## src/sv/rvc_pkg.sv

```systemverilog
// Shared types and encoding constants for the RV32C compressed execute block.
// No dependencies; every other file imports this package.
package rvc_pkg;

  // Command codes carried by each input request.
  localparam logic CMD_EXEC     = 1'b0;
  localparam logic CMD_LOAD_RET = 1'b1;

  // Quadrant codes, instruction bits 1:0.
  localparam logic [1:0] QUAD_0 = 2'd0;
  localparam logic [1:0] QUAD_1 = 2'd1;
  localparam logic [1:0] QUAD_2 = 2'd2;
  localparam logic [1:0] QUAD_3 = 2'd3;

  // Quadrant 0 funct3 codes.
  localparam logic [2:0] F3_ADDI4SPN = 3'd0;
  localparam logic [2:0] F3_LW       = 3'd2;
  localparam logic [2:0] F3_SW       = 3'd6;

  // Quadrant 1 funct3 codes.
  localparam logic [2:0] F3_ADDI     = 3'd0;
  localparam logic [2:0] F3_JAL      = 3'd1;
  localparam logic [2:0] F3_LI       = 3'd2;
  localparam logic [2:0] F3_LUI      = 3'd3;
  localparam logic [2:0] F3_MISC_ALU = 3'd4;
  localparam logic [2:0] F3_J        = 3'd5;
  localparam logic [2:0] F3_BEQZ     = 3'd6;
  localparam logic [2:0] F3_BNEZ     = 3'd7;

  // Quadrant 2 funct3 codes.
  localparam logic [2:0] F3_SLLI     = 3'd0;
  localparam logic [2:0] F3_LWSP     = 3'd2;
  localparam logic [2:0] F3_JR_MV    = 3'd4;
  localparam logic [2:0] F3_SWSP     = 3'd6;

  // Sub-opcodes of the quadrant 1 arithmetic group.
  localparam logic [1:0] F2_SRLI  = 2'd0;
  localparam logic [1:0] F2_SRAI  = 2'd1;
  localparam logic [1:0] F2_ANDI  = 2'd2;
  localparam logic [1:0] F2_ARITH = 2'd3;

  localparam logic [1:0] OP_SUB = 2'd0;
  localparam logic [1:0] OP_XOR = 2'd1;
  localparam logic [1:0] OP_OR  = 2'd2;
  localparam logic [1:0] OP_AND = 2'd3;

  // Fixed register numbers.
  localparam logic [4:0] REG_ZERO = 5'd0;
  localparam logic [4:0] REG_RA   = 5'd1;
  localparam logic [4:0] REG_SP   = 5'd2;

  localparam int unsigned NUM_REGS = 32;

  typedef struct packed {
    logic        command;
    logic [15:0] instruction;
    logic [31:0] fetch_address;
    logic [31:0] load_data;
  } in_item_t;

  typedef struct packed {
    logic [31:0] next_address;
    logic        illegal;
    logic        mem_read;
    logic        mem_write;
    logic [31:0] mem_address;
    logic [31:0] store_data;
  } out_item_t;

endpackage

```

## src/sv/rvc_if.sv

```systemverilog
// Valid/ready channel interfaces for the input and result requests.
// Depends on rvc_pkg for the payload types.
interface rvc_in_if;
  import rvc_pkg::*;
  logic     valid;
  logic     ready;
  in_item_t payload;
  modport source (output valid, output payload, input ready);
  modport sink   (input valid, input payload, output ready);
endinterface

interface rvc_out_if;
  import rvc_pkg::*;
  logic      valid;
  logic      ready;
  out_item_t payload;
  modport source (output valid, output payload, input ready);
  modport sink   (input valid, input payload, output ready);
endinterface

```

## src/sv/rv32c_compressed_execute.sv

```systemverilog
// RV32C compressed instruction execute block: register file, decode and execute.
// Depends on rvc_pkg and the channel interfaces in rvc_if.sv.
// A request passes from the input stage to the result register when that is free.
// Throughput: one request per cycle unless results stall; the register file read is
// registered in the input stage and the write of the executing request is forwarded.
// Reset: synchronous active-low; all registers read zero via per-entry valid bits,
// and no load is pending.
module rv32c_compressed_execute (
  input  logic     clk,
  input  logic     rst_n,
  rvc_in_if.sink   in_chan,
  rvc_out_if.source out_chan
);
  import rvc_pkg::*;

  // Register file storage and per-entry valid bits.
  logic [31:0]         rf_mem [NUM_REGS];
  logic [NUM_REGS-1:0] rf_valid_r;

  // Input stage.
  logic        s1_valid_r, s1_valid_nxt;
  in_item_t    s1_item_r;
  logic [31:0] rs_a_r, rs_b_r;

  // Result stage.
  logic      out_valid_r, out_valid_nxt;
  out_item_t out_item_r;

  // Pending load state.
  logic       load_pend_r, load_pend_nxt;
  logic [4:0] pend_dest_r, pend_dest_nxt;

  logic in_fire, out_free, exec_fire;

  // Read address decode for the incoming request.
  logic [15:0] in_ins;
  logic [4:0]  ra_addr, rb_addr;
  logic        fwd_a, fwd_b;

  // Execute results.
  out_item_t   res;
  logic        wr_en;
  logic [4:0]  wr_addr;
  logic [31:0] wr_data;
  logic        wr_go;
  logic        ld_set;
  logic [4:0]  ld_dest;

  // Handshake: the input stage refills whenever it is empty or drains this cycle.
  assign out_free      = !out_valid_r || out_chan.ready;
  assign exec_fire     = s1_valid_r && out_free;
  assign in_chan.ready = !s1_valid_r || out_free;
  assign in_fire       = in_chan.valid && in_chan.ready;

  assign out_chan.valid   = out_valid_r;
  assign out_chan.payload = out_item_r;

  assign in_ins = in_chan.payload.instruction;

  // Source register selection, following the RVC field placement.
  always_comb begin
    rb_addr = (in_ins[1:0] == QUAD_2) ? in_ins[6:2] : {2'b01, in_ins[4:2]};
    unique case (in_ins[1:0])
      QUAD_0: ra_addr = (in_ins[15:13] == F3_ADDI4SPN) ? REG_SP : {2'b01, in_ins[9:7]};
      QUAD_1: begin
        unique case (in_ins[15:13]) inside
          F3_ADDI, F3_LI, F3_LUI: ra_addr = in_ins[11:7];
          default:                ra_addr = {2'b01, in_ins[9:7]};
        endcase
      end
      QUAD_2: begin
        unique case (in_ins[15:13]) inside
          F3_LWSP, F3_SWSP: ra_addr = REG_SP;
          default:          ra_addr = in_ins[11:7];
        endcase
      end
      default: ra_addr = in_ins[11:7];
    endcase
  end

  assign fwd_a = wr_go && (wr_addr == ra_addr);
  assign fwd_b = wr_go && (wr_addr == rb_addr);

  // Register file read with forwarding of the write made in the same cycle.
  always_ff @(posedge clk) begin
    if (in_fire) begin
      s1_item_r <= in_chan.payload;
      if (ra_addr == REG_ZERO || !(rf_valid_r[ra_addr] || fwd_a)) begin
        rs_a_r <= '0;
      end else if (fwd_a) begin
        rs_a_r <= wr_data;
      end else begin
        rs_a_r <= rf_mem[ra_addr];
      end
      if (rb_addr == REG_ZERO || !(rf_valid_r[rb_addr] || fwd_b)) begin
        rs_b_r <= '0;
      end else if (fwd_b) begin
        rs_b_r <= wr_data;
      end else begin
        rs_b_r <= rf_mem[rb_addr];
      end
    end
  end

  // Register file write port.
  always_ff @(posedge clk) begin
    if (wr_go) begin
      rf_mem[wr_addr] <= wr_data;
    end
  end

  always_ff @(posedge clk) begin
    if (!rst_n) begin
      rf_valid_r <= '0;
    end else if (wr_go) begin
      rf_valid_r[wr_addr] <= 1'b1;
    end
  end

  // Decode and execute the request held in the input stage.
  always_comb begin
    logic [15:0] i;
    logic [31:0] a, b, pc, pc2;
    logic [31:0] imm6, bimm, jimm, wimm, uimm, sp16, luimm, lwsp_off, swsp_off;
    logic [4:0]  rfull, r2full, rp, r2p, sh;

    i      = s1_item_r.instruction;
    a      = rs_a_r;
    b      = rs_b_r;
    pc     = s1_item_r.fetch_address;
    pc2    = pc + 32'd2;
    rfull  = i[11:7];
    r2full = i[6:2];
    rp     = {2'b01, i[9:7]};
    r2p    = {2'b01, i[4:2]};
    sh     = i[6:2];

    imm6     = {{26{i[12]}}, i[12], i[6:2]};
    bimm     = {{23{i[12]}}, i[12], i[6:5], i[2], i[11:10], i[4:3], 1'b0};
    jimm     = {{20{i[12]}}, i[12], i[8], i[10:9], i[6], i[7], i[2], i[11], i[5:3], 1'b0};
    wimm     = {25'b0, i[5], i[12:10], i[6], 2'b0};
    uimm     = {22'b0, i[10:7], i[12:11], i[5], i[6], 2'b0};
    sp16     = {{22{i[12]}}, i[12], i[4:3], i[5], i[2], i[6], 4'b0};
    luimm    = {{14{i[12]}}, i[12], i[6:2], 12'b0};
    lwsp_off = {24'b0, i[3:2], i[12], i[6:4], 2'b0};
    swsp_off = {24'b0, i[8:7], i[12:9], 2'b0};

    res              = '0;
    res.next_address = pc2;
    wr_en            = 1'b0;
    wr_addr          = rfull;
    wr_data          = '0;
    ld_set           = 1'b0;
    ld_dest          = r2p;

    if (s1_item_r.command == CMD_LOAD_RET) begin
      // Load return: every result field reads zero.
      res.next_address = '0;
      wr_en            = load_pend_r;
      wr_addr          = pend_dest_r;
      wr_data          = s1_item_r.load_data;
    end else begin
      unique case (i[1:0])
        QUAD_0: begin
          unique case (i[15:13])
            F3_ADDI4SPN: begin
              if (uimm == '0) begin
                res.illegal = 1'b1;
              end else begin
                wr_en   = 1'b1;
                wr_addr = r2p;
                wr_data = a + uimm;
              end
            end
            F3_LW: begin
              res.mem_read    = 1'b1;
              res.mem_address = a + wimm;
              ld_set          = 1'b1;
              ld_dest         = r2p;
            end
            F3_SW: begin
              res.mem_write   = 1'b1;
              res.mem_address = a + wimm;
              res.store_data  = b;
            end
            default: res.illegal = 1'b1;
          endcase
        end
        QUAD_1: begin
          unique case (i[15:13])
            F3_ADDI: begin
              wr_en   = 1'b1;
              wr_data = a + imm6;
            end
            F3_JAL: begin
              wr_en            = 1'b1;
              wr_addr          = REG_RA;
              wr_data          = pc2;
              res.next_address = pc + jimm;
            end
            F3_LI: begin
              wr_en   = 1'b1;
              wr_data = imm6;
            end
            F3_LUI: begin
              if (rfull == REG_SP) begin
                // Stack pointer adjust; a zero offset is reserved.
                if (sp16 == '0) begin
                  res.illegal = 1'b1;
                end else begin
                  wr_en   = 1'b1;
                  wr_data = a + sp16;
                end
              end else if (!i[12] && i[6:2] == '0) begin
                res.illegal = 1'b1;
              end else begin
                wr_en   = 1'b1;
                wr_data = luimm;
              end
            end
            F3_MISC_ALU: begin
              wr_addr = rp;
              unique case (i[11:10])
                F2_SRLI: begin
                  res.illegal = i[12];
                  wr_en       = !i[12];
                  wr_data     = a >> sh;
                end
                F2_SRAI: begin
                  res.illegal = i[12];
                  wr_en       = !i[12];
                  wr_data     = $unsigned($signed(a) >>> sh);
                end
                F2_ANDI: begin
                  wr_en   = 1'b1;
                  wr_data = a & imm6;
                end
                default: begin
                  // Register-register group; the word forms are RV64 only.
                  res.illegal = i[12];
                  wr_en       = !i[12];
                  case (i[6:5])
                    OP_SUB:  wr_data = a - b;
                    OP_XOR:  wr_data = a ^ b;
                    OP_OR:   wr_data = a | b;
                    default: wr_data = a & b;
                  endcase
                end
              endcase
            end
            F3_J: res.next_address = pc + jimm;
            F3_BEQZ: begin
              if (a == '0) res.next_address = pc + bimm;
            end
            default: begin
              if (a != '0) res.next_address = pc + bimm;
            end
          endcase
        end
        QUAD_2: begin
          unique case (i[15:13])
            F3_SLLI: begin
              res.illegal = i[12];
              wr_en       = !i[12];
              wr_data     = a << r2full;
            end
            F3_LWSP: begin
              if (rfull == REG_ZERO) begin
                res.illegal = 1'b1;
              end else begin
                res.mem_read    = 1'b1;
                res.mem_address = a + lwsp_off;
                ld_set          = 1'b1;
                ld_dest         = rfull;
              end
            end
            F3_JR_MV: begin
              if (r2full == REG_ZERO) begin
                // Jump register, with link when bit 12 is set.
                if (rfull == REG_ZERO) begin
                  res.illegal = 1'b1;
                end else begin
                  res.next_address = {a[31:1], 1'b0};
                  wr_en            = i[12];
                  wr_addr          = REG_RA;
                  wr_data          = pc2;
                end
              end else begin
                wr_en   = 1'b1;
                wr_data = i[12] ? (a + b) : b;
              end
            end
            F3_SWSP: begin
              res.mem_write   = 1'b1;
              res.mem_address = a + swsp_off;
              res.store_data  = b;
            end
            default: res.illegal = 1'b1;
          endcase
        end
        default: res.illegal = 1'b1;
      endcase
    end
  end

  // Writes to x0 are discarded.
  assign wr_go = exec_fire && wr_en && (wr_addr != REG_ZERO);

  // Next-state logic for control registers.
  always_comb begin
    s1_valid_nxt  = s1_valid_r;
    out_valid_nxt = out_valid_r;
    load_pend_nxt = load_pend_r;
    pend_dest_nxt = pend_dest_r;
    if (in_fire) begin
      s1_valid_nxt = 1'b1;
    end else if (exec_fire) begin
      s1_valid_nxt = 1'b0;
    end
    if (exec_fire) begin
      out_valid_nxt = 1'b1;
    end else if (out_chan.ready) begin
      out_valid_nxt = 1'b0;
    end
    if (exec_fire) begin
      if (s1_item_r.command == CMD_LOAD_RET) begin
        load_pend_nxt = 1'b0;
      end else if (ld_set) begin
        load_pend_nxt = 1'b1;
        pend_dest_nxt = ld_dest;
      end
    end
  end

  always_ff @(posedge clk) begin
    if (!rst_n) begin
      s1_valid_r  <= 1'b0;
      out_valid_r <= 1'b0;
      load_pend_r <= 1'b0;
      pend_dest_r <= '0;
    end else begin
      s1_valid_r  <= s1_valid_nxt;
      out_valid_r <= out_valid_nxt;
      load_pend_r <= load_pend_nxt;
      pend_dest_r <= pend_dest_nxt;
    end
  end

  // Result register.
  always_ff @(posedge clk) begin
    if (exec_fire) begin
      out_item_r <= res;
    end
  end

  // A result never requests a load and a store together.
  a_mem_excl: assert property (@(posedge clk) disable iff (!rst_n)
    out_valid_r |-> !(out_item_r.mem_read && out_item_r.mem_write))
    else $error("result requests both a load and a store");

  // An illegal instruction issues no memory request and writes no register.
  a_illegal_quiet: assert property (@(posedge clk) disable iff (!rst_n)
    (exec_fire && res.illegal) |-> (!res.mem_read && !res.mem_write && !wr_go))
    else $error("illegal instruction has side effects");

  // An executed load leaves its destination pending.
  a_load_pending: assert property (@(posedge clk) disable iff (!rst_n)
    (exec_fire && res.mem_read) |=> (load_pend_r && pend_dest_r == $past(ld_dest)))
    else $error("load did not record its pending destination");

endmodule

```

## src/flat_wrapper.sv

```systemverilog
// flat-port wrapper written by rule: the top's interface ports become plain ports
module rv32c_compressed_execute_flat import rvc_pkg::*;
  (clk, rst_n, in_chan_valid, in_chan_payload, in_chan_ready, out_chan_valid, out_chan_payload, out_chan_ready);
  rvc_in_if in_chan_i ();
  rvc_out_if out_chan_i ();
  input  logic clk;
  input  logic rst_n;
  input wire logic [$bits(in_chan_i.valid)-1:0] in_chan_valid;
  input wire logic [$bits(in_chan_i.payload)-1:0] in_chan_payload;
  output wire logic [$bits(in_chan_i.ready)-1:0] in_chan_ready;
  output wire logic [$bits(out_chan_i.valid)-1:0] out_chan_valid;
  output wire logic [$bits(out_chan_i.payload)-1:0] out_chan_payload;
  input wire logic [$bits(out_chan_i.ready)-1:0] out_chan_ready;
  assign in_chan_i.valid = in_chan_valid;
  assign in_chan_i.payload = in_chan_payload;
  assign in_chan_ready = in_chan_i.ready;
  assign out_chan_valid = out_chan_i.valid;
  assign out_chan_payload = out_chan_i.payload;
  assign out_chan_i.ready = out_chan_ready;
  rv32c_compressed_execute u_core (.clk(clk), .rst_n(rst_n), .in_chan(in_chan_i), .out_chan(out_chan_i));
endmodule
```

## config.mk

```make
export PLATFORM = sky130hd
export DESIGN_NAME = rv32c_compressed_execute_flat
export DESIGN_NICKNAME = d
export VERILOG_FILES = /design/src/sv/rvc_pkg.sv /design/src/sv/rvc_if.sv /design/src/sv/rv32c_compressed_execute.sv /design/src/flat_wrapper.sv
export SDC_FILE = /design/constraint.sdc
export NUM_CORES = 2
export LEC_CHECK = 0
export BUFFER_PORTS_ARGS = -buffer_cell sky130_fd_sc_hd__buf_4
export CORE_MARGIN = 5
export CORE_UTILIZATION = 40
export CTS_CLUSTER_SIZE = 25
export DETAILED_ROUTE_END_ITERATION = 16
export PLACE_DENSITY = 0.52
export SLEW_MARGIN = 30
export SYNTH_ARGS = -nofsm -noshare
export SYNTH_HDL_FRONTEND = slang
export SYNTH_SLANG_ARGS = --single-unit
```

## constraint.sdc

```tcl
create_clock -name clk -period 22.2 [get_ports clk]
set_input_delay 4.44 -clock clk [delete_from_list [all_inputs] [get_ports clk]]
set_output_delay 4.44 -clock clk [all_outputs]
set_load 0.005 [all_outputs]
```

======== Yosys cells after proc, flatten, opt, wreduce, memory -nomap -nowiden ========
Memory sizes are Yosys's and may differ from the RTL's. A register that Yosys moved wholly into a read port is not among the register bits.
Index checks and enable logic that the tools add are counted.
cells by class
  multiplexer cells ....................... 84
  order comparisons ....................... 4
  reduce and logical (&&, ||, !) cells .... 45
  bitwise logic cells ..................... 6
  eq/ne operators ......................... 20
  add/subtract/negate cells ............... 11
  shift-type cells ........................ 3
operators with widths
  cell                                                              number
  32-bit 2-to-1 mux                                                 16
  32-bit case mux with 3 select lines                               4
  32-bit case mux with 2 select lines                               3
  32-bit adder                                                      5
  32-bit case mux with 5 select lines                               1
  66-bit case mux with 2 select lines                               1
  32-bit by 8-bit adder with 32-bit output                          2
  32-bit AND                                                        2
  32-bit OR                                                         2
  5-bit 2-to-1 mux                                                  12
  33-bit 2-to-1 mux                                                 1
  32-bit by 10-bit adder with 32-bit output                         1
  32-bit by 2-bit adder with 32-bit output (second input constant)  1
  32-bit by 7-bit adder with 32-bit output                          1
  32-bit zero test                                                  1
  32-bit nonzero test                                               1
  32-bit by 5-bit << shifter with 32-bit output                     1
  32-bit by 5-bit right shift with 32-bit output                    1
  32-bit by 5-bit >>> shifter with 32-bit output                    1
  32-bit subtractor                                                 1
  32-bit bitwise XOR                                                1
  1-bit 2-to-1 mux                                                  31
  5-bit case mux with 3 select lines                                2
  28-bit zero test                                                  1
  other kinds (31)                                                  80
storage, ports and cells
  RAM bits ................................ 1,024
  bits of input ports ..................... 85
  word-level logic and storage cells ...... 189
  memories kept ........................... 1
  flip-flop bits (word level) ............. 220
  output and inout bits ................... 101
memories
  memory         depth  bits a word  rd ports  clocked after Yosys merged registers in  write ports  line                            RTL
  u_core.rf_mem  32     32           2         2                                        1            rv32c_compressed_execute.sv:17  logic [31:0] rf_mem [NUM_REGS];

======== Logic depth before layout (Yosys ltp) ========
  depth in word-level cells ............... 13
  mapped depth ............................ 16
  depth with buffers taken out ............ 14

======== Worst setup path after synthesis ========
OpenSTA, ideal clock, no wires.
  path type ............................... input port to flip-flop
  start point ............................. input out_chan_ready
  end point ............................... memory u_core.rf_mem[28][0] (enable)
  stages .................................. 7
  buffers on the path ..................... 0
  data required time ...................... 21,777 ps
  arrival time ............................ 11,365 ps
  setup slack ............................. 10,412 ps
  setup time .............................. 423 ps
  path through ............................ nor2b_1 > nor2b_1 > nand2_1 > a21oi_1 > and2_1 > nand3_1 > nor2_1
between the ends
  word-level cells in the longest chain between the ends .. 6
RTL lines
  what                                    line                             RTL
  start: declaration                      flat_wrapper.sv:13               input wire logic [$bits(out_chan_i.ready)-1:0] out_chan_ready;
  1-bit logical OR                        rv32c_compressed_execute.sv:50   assign out_free = !out_valid_r || out_chan.ready;
  1-bit logical AND                       rv32c_compressed_execute.sv:51   assign exec_fire = s1_valid_r && out_free;
  via u_core.exec_fire                    rv32c_compressed_execute.sv:33   logic in_fire, out_free, exec_fire;
  1-bit logical AND (2 in series)         rv32c_compressed_execute.sv:307  assign wr_go = exec_fire && wr_en && (wr_addr != REG_ZERO);
  1-bit 2-to-1 mux                        rv32c_compressed_execute.sv:107  if (wr_go) begin
  1-bit 2-to-1 mux (implied by the code)  rv32c_compressed_execute.sv:108  rf_mem[wr_addr] <= wr_data;
  end: declaration                        rv32c_compressed_execute.sv:17
The timed path passes the listed nets, and every way through them passes these cells.

======== Worst setup path in the final report ========
  start point ............................. input out_chan_ready
  end point ............................... output in_chan_ready
between the ends
  word-level cells in the longest chain between the ends .. 2
RTL lines
  what              line                            RTL
  1-bit logical OR  rv32c_compressed_execute.sv:50
  1-bit logical OR  rv32c_compressed_execute.sv:52  assign in_chan.ready = !s1_valid_r || out_free;
  end: declaration  flat_wrapper.sv:10              output wire logic [$bits(in_chan_i.ready)-1:0] in_chan_ready;
No other way between the ends.

==> impl_metrics.env <==
export IMPL_viasPerCell=6.98
export IMPL_peakVddDrop_mv=0.0768
export IMPL_synth_top_family_by_area="compound AO/OA/AOI/OAI gates"
export IMPL_synthMuxAreaShare_pct=13.9
export IMPL_die_area_mm2=0.209
export IMPL_rsz0062_at_grt="false"
export IMPL_path_common_cell="buf_4"
export IMPL_synth_area_leader_cell="edfxtp_1"
export IMPL_seqCellArea_mm2=0.0389
export IMPL_synthAdderAreaFrac_pct=3.06
export IMPL_postCtsSetupBuffers=0
export IMPL_yosysUniqueCellTypes=96
export IMPL_dp_hpwl_um=251000
export IMPL_worstHoldStart="u_core.rf_valid_r[4]"
export IMPL_async_reset_ff_share_pct=0
export IMPL_synth_top_area_share_pct=47.7
export IMPL_cts_hold_buf=0
export IMPL_cts_root_buf="clkbuf_16"
export IMPL_grtUsageTotal_pct=36.0
export IMPL_fin_nets=7383
export IMPL_maxSlewHeadroom_pct=19.5
export IMPL_powerDensity_mw_per_mm2=74.8
export IMPL_syn_to_final_growth_pct=12.4
export IMPL_finClkSkew_ns=0.0747
export IMPL_post_route_period_util_pct=43.1
export IMPL_r2r_worst_path_cells=14
export IMPL_cap_violations=0
export IMPL_drtIter0Drc=9416
export IMPL_rr_endpoint="u_core.rs_a_r[14]"
export IMPL_synth_compound_area_share_pct=17.7
export IMPL_cts_htree_levels=4
export IMPL_clk_latency_ns=0.84
export IMPL_gr_total_overflow=0
export IMPL_worst_path_largest_cell_delay_ns=0.31
export IMPL_clock_power_share_pct=36.4
export IMPL_synth_warnings=0
export IMPL_gp_congestion=1.07
export IMPL_tightestPinTransition_ns=1.20
export IMPL_p_leak_nw=30.3
export IMPL_crit_chain="buf_4 -> nor2b_1 -> nand2_1 -> buf_4"
export IMPL_p_seq_share_pct=41.8
export IMPL_first_pass_iters=8
export IMPL_pin_count=186
export IMPL_synth_edf_count=1268
export IMPL_yosysMostFrequentCell="edfxtp_1"
export IMPL_cts_buffers=147
export IMPL_core_mm2=0.199
export IMPL_hold_end="u_core.rf_valid_r[4]"
export IMPL_holdPathStages=1
export IMPL_fin_setup_tns_ns=0
export IMPL_layout_setup_ws_ns=12.63
export IMPL_cp_max_fo=4
export IMPL_slew_violations=0
export IMPL_grt_pass1_wl_um=533000
export IMPL_drcViolationCount=0
export IMPL_cts_repair_resized=0
export IMPL_drtAntennaViolNets=0
export IMPL_cts_tree="yes"
export IMPL_finalHoldViolations=0
export IMPL_synth_top_flop_cell="edfxtp_1"
export IMPL_cts_buffer_depth=3
export IMPL_antenna_found_initial=29
export IMPL_status="complete, no violations"
export IMPL_drive_gt1_share_pct=16.5
export IMPL_r2r_start="u_core.s1_item_r[76]"
export IMPL_syn_area_mm2=0.0799
export IMPL_cp_slowest_cell="nor2b_1"
export IMPL_p_int_w=0.00461
export IMPL_wl_per_cell_um=39.5
export IMPL_rows=164
export IMPL_drt_total_wl_um=390000
export IMPL_start_util_pct=40.1
export IMPL_syn_avg_cell_area_um2=11.2
export IMPL_swShare_pct=31.4
export IMPL_vias=69000
export IMPL_final_core_util_pct=45.1
export IMPL_grt_pass1_vias=65000
export IMPL_die_h_um=457
export IMPL_yosys_area_share_simple_pct=10.9
export IMPL_ys_top_cells_by_area="edfxtp_1 48%, mux4_2 10%, nand2_1 3.2%"
export IMPL_critPathKind="in2out"
export IMPL_fmax_mhz=104
export IMPL_period_needed_ns=9.57
export IMPL_p_comb_share_pct=21.8
export IMPL_p_sw_w=0.00211
export IMPL_crit_arrival_ns=5.13
export IMPL_netlist_top_cells_count="1,268 x edfxtp_1, 683 x nand2_1, 506 x clkbuf_1, 483 x nor2_1, 406 x a21oi_1"
export IMPL_holdCritPathClass="reg2reg"
export IMPL_ys_seq_area_share_pct=48.7
export IMPL_critPathLaunchType="primary input"
export IMPL_multi_input_area_mm2=0.0390
export IMPL_cp_end_kind="output port"
export IMPL_synthCells=7115
export IMPL_port_buffers=185
export IMPL_ys_ff_latch=1308
export IMPL_grt_max_degree=160
export IMPL_synth_xor_area_share_pct=2.13
export IMPL_required_ns=17.76
export IMPL_finalSetupViolations=0
export IMPL_cts_sinks=1308
export IMPL_rrSetupSlack_ns=15.97
export IMPL_dp_slack_ns=12.62
export IMPL_dieWidth_um=457
export IMPL_fill_cells=18300
export IMPL_cts_clk_slew_worst_paths_ns=0.05
-- power groups by stage --
stage | combinational (W) | sequential [W] | clock, W
floorplan | 0.000833 | 0.00285 | 0
global placement | 0.00140 | 0.00286 | 0
detailed placement | 0.00140 | 0.00286 | 0
CTS | 0.00140 | 0.00281 | 0.00248
global route | 0.00151 | 0.00281 | 0.00259
finish | 0.00146 | 0.00281 | 0.00245
-- layout make-up --
class,instances,share of cell area (%)
diodes,7,0.0195
clock buffers,183,4.30
clock inverters,81,1.03
inverters,140,0.585
multi-input cells,5091,43.4
flip-flops and latches,1308,43.3
well taps,2656,3.70
repair buffers,420,3.68
-- cell usage in the layout, fill, tap and decap left out, types with 33 or more instances in the layout --
| master | n |
|---|---|
| dfxtp_1 | 40 |
| o21ai_0 | 326 |
| xor2_1 | 46 |
| mux2_2 | 40 |
| ha_1 | 180 |
| inv_1 | 128 |
| nand2_1 | 679 |
| clkbuf_16 | 148 |
| nor2_4 | 33 |
| a211oi_1 | 255 |
| nand3_1 | 104 |
| o211ai_1 | 61 |
| a221oi_1 | 50 |
| buf_4 | 404 |
| nor2b_1 | 35 |
| o22ai_1 | 267 |
| o21a_1 | 64 |
| mux4_2 | 369 |
| nor2_1 | 446 |
| nand4_1 | 56 |
| o31ai_1 | 42 |
| edfxtp_1 | 1268 |
| and3_1 | 40 |
| a21o_1 | 53 |
| nor3_1 | 241 |
| xnor2_1 | 140 |
| a31oi_1 | 164 |
| nor4_1 | 72 |
| a21oi_1 | 402 |
| o221ai_1 | 105 |
| mux2i_1 | 238 |
-- critical path: cells and delay by family --
family	cells	cell delay [ns]
buffers and inverters	2	0.26
and+or+nand+nor	2	0.43
-- stage by stage --
step	cells	power (W)	cell area [um2]	hold slack [ns]
final	9886	0.00672	89800	0.495
after global routing	9880	0.00691	89800	0.505
after CTS	9876	0.00670	89700	0.490
after detailed placement	9612	0.00426	84900	0.475
after global placement	9612	0.00426	84800	0.465
after floorplan	7146	0.00368	80000	0.444
-- registers in the layout, summed over array words and instances (netlist names) --
signal,count
u_core.s1_item_r,81
u_core.out_chan.payload,99
u_core.s1_valid_r,1
u_core.rs_b_r,32
u_core.rs_a_r,32
u_core.rf_valid_r,32
u_core.load_pend_r,1
u_core.pend_dest_r,5
u_core.out_chan.valid,1
u_core.rf_mem,1024
-- cell families (layout without fill, tap and decap cells) --
family | count (synthesis) | count (layout)
buffers and inverters | 747 | 824
AOI/OAI and AO/OA | 2117 | 2117
adders and majority gates | 190 | 190
xor gates and xnor gates | 194 | 194
DFF | 1308 | 1308
muxes | 647 | 647
and+or+nand+nor | 1911 | 1911
other | 1 | 39
-- per-layer routing --
metal  share of wire, %  track usage (%)  vias up
li1                   -                -    28100
met1                 38             46.4    35000
met2                 44             54.9     4729
met3                 10             8.26     1104
met4                7.7             22.6       14
met5              0.022                0        -
-- worst max path at each step --
stage                   start                    to  slack (ns)  cells after the start
2_1_floorplan  out_chan_ready  u_core.rf_mem[28][0]       10.41                      7
3_3_place_gp   out_chan_ready         in_chan_ready       12.62                      4
3_5_place_dp   out_chan_ready         in_chan_ready       12.62                      4
4_1_cts        out_chan_ready         in_chan_ready       12.62                      4
5_1_grt        out_chan_ready         in_chan_ready       12.61                      4
6_report       out_chan_ready         in_chan_ready       12.63                      4
Power figures use the tool's default switching activity.
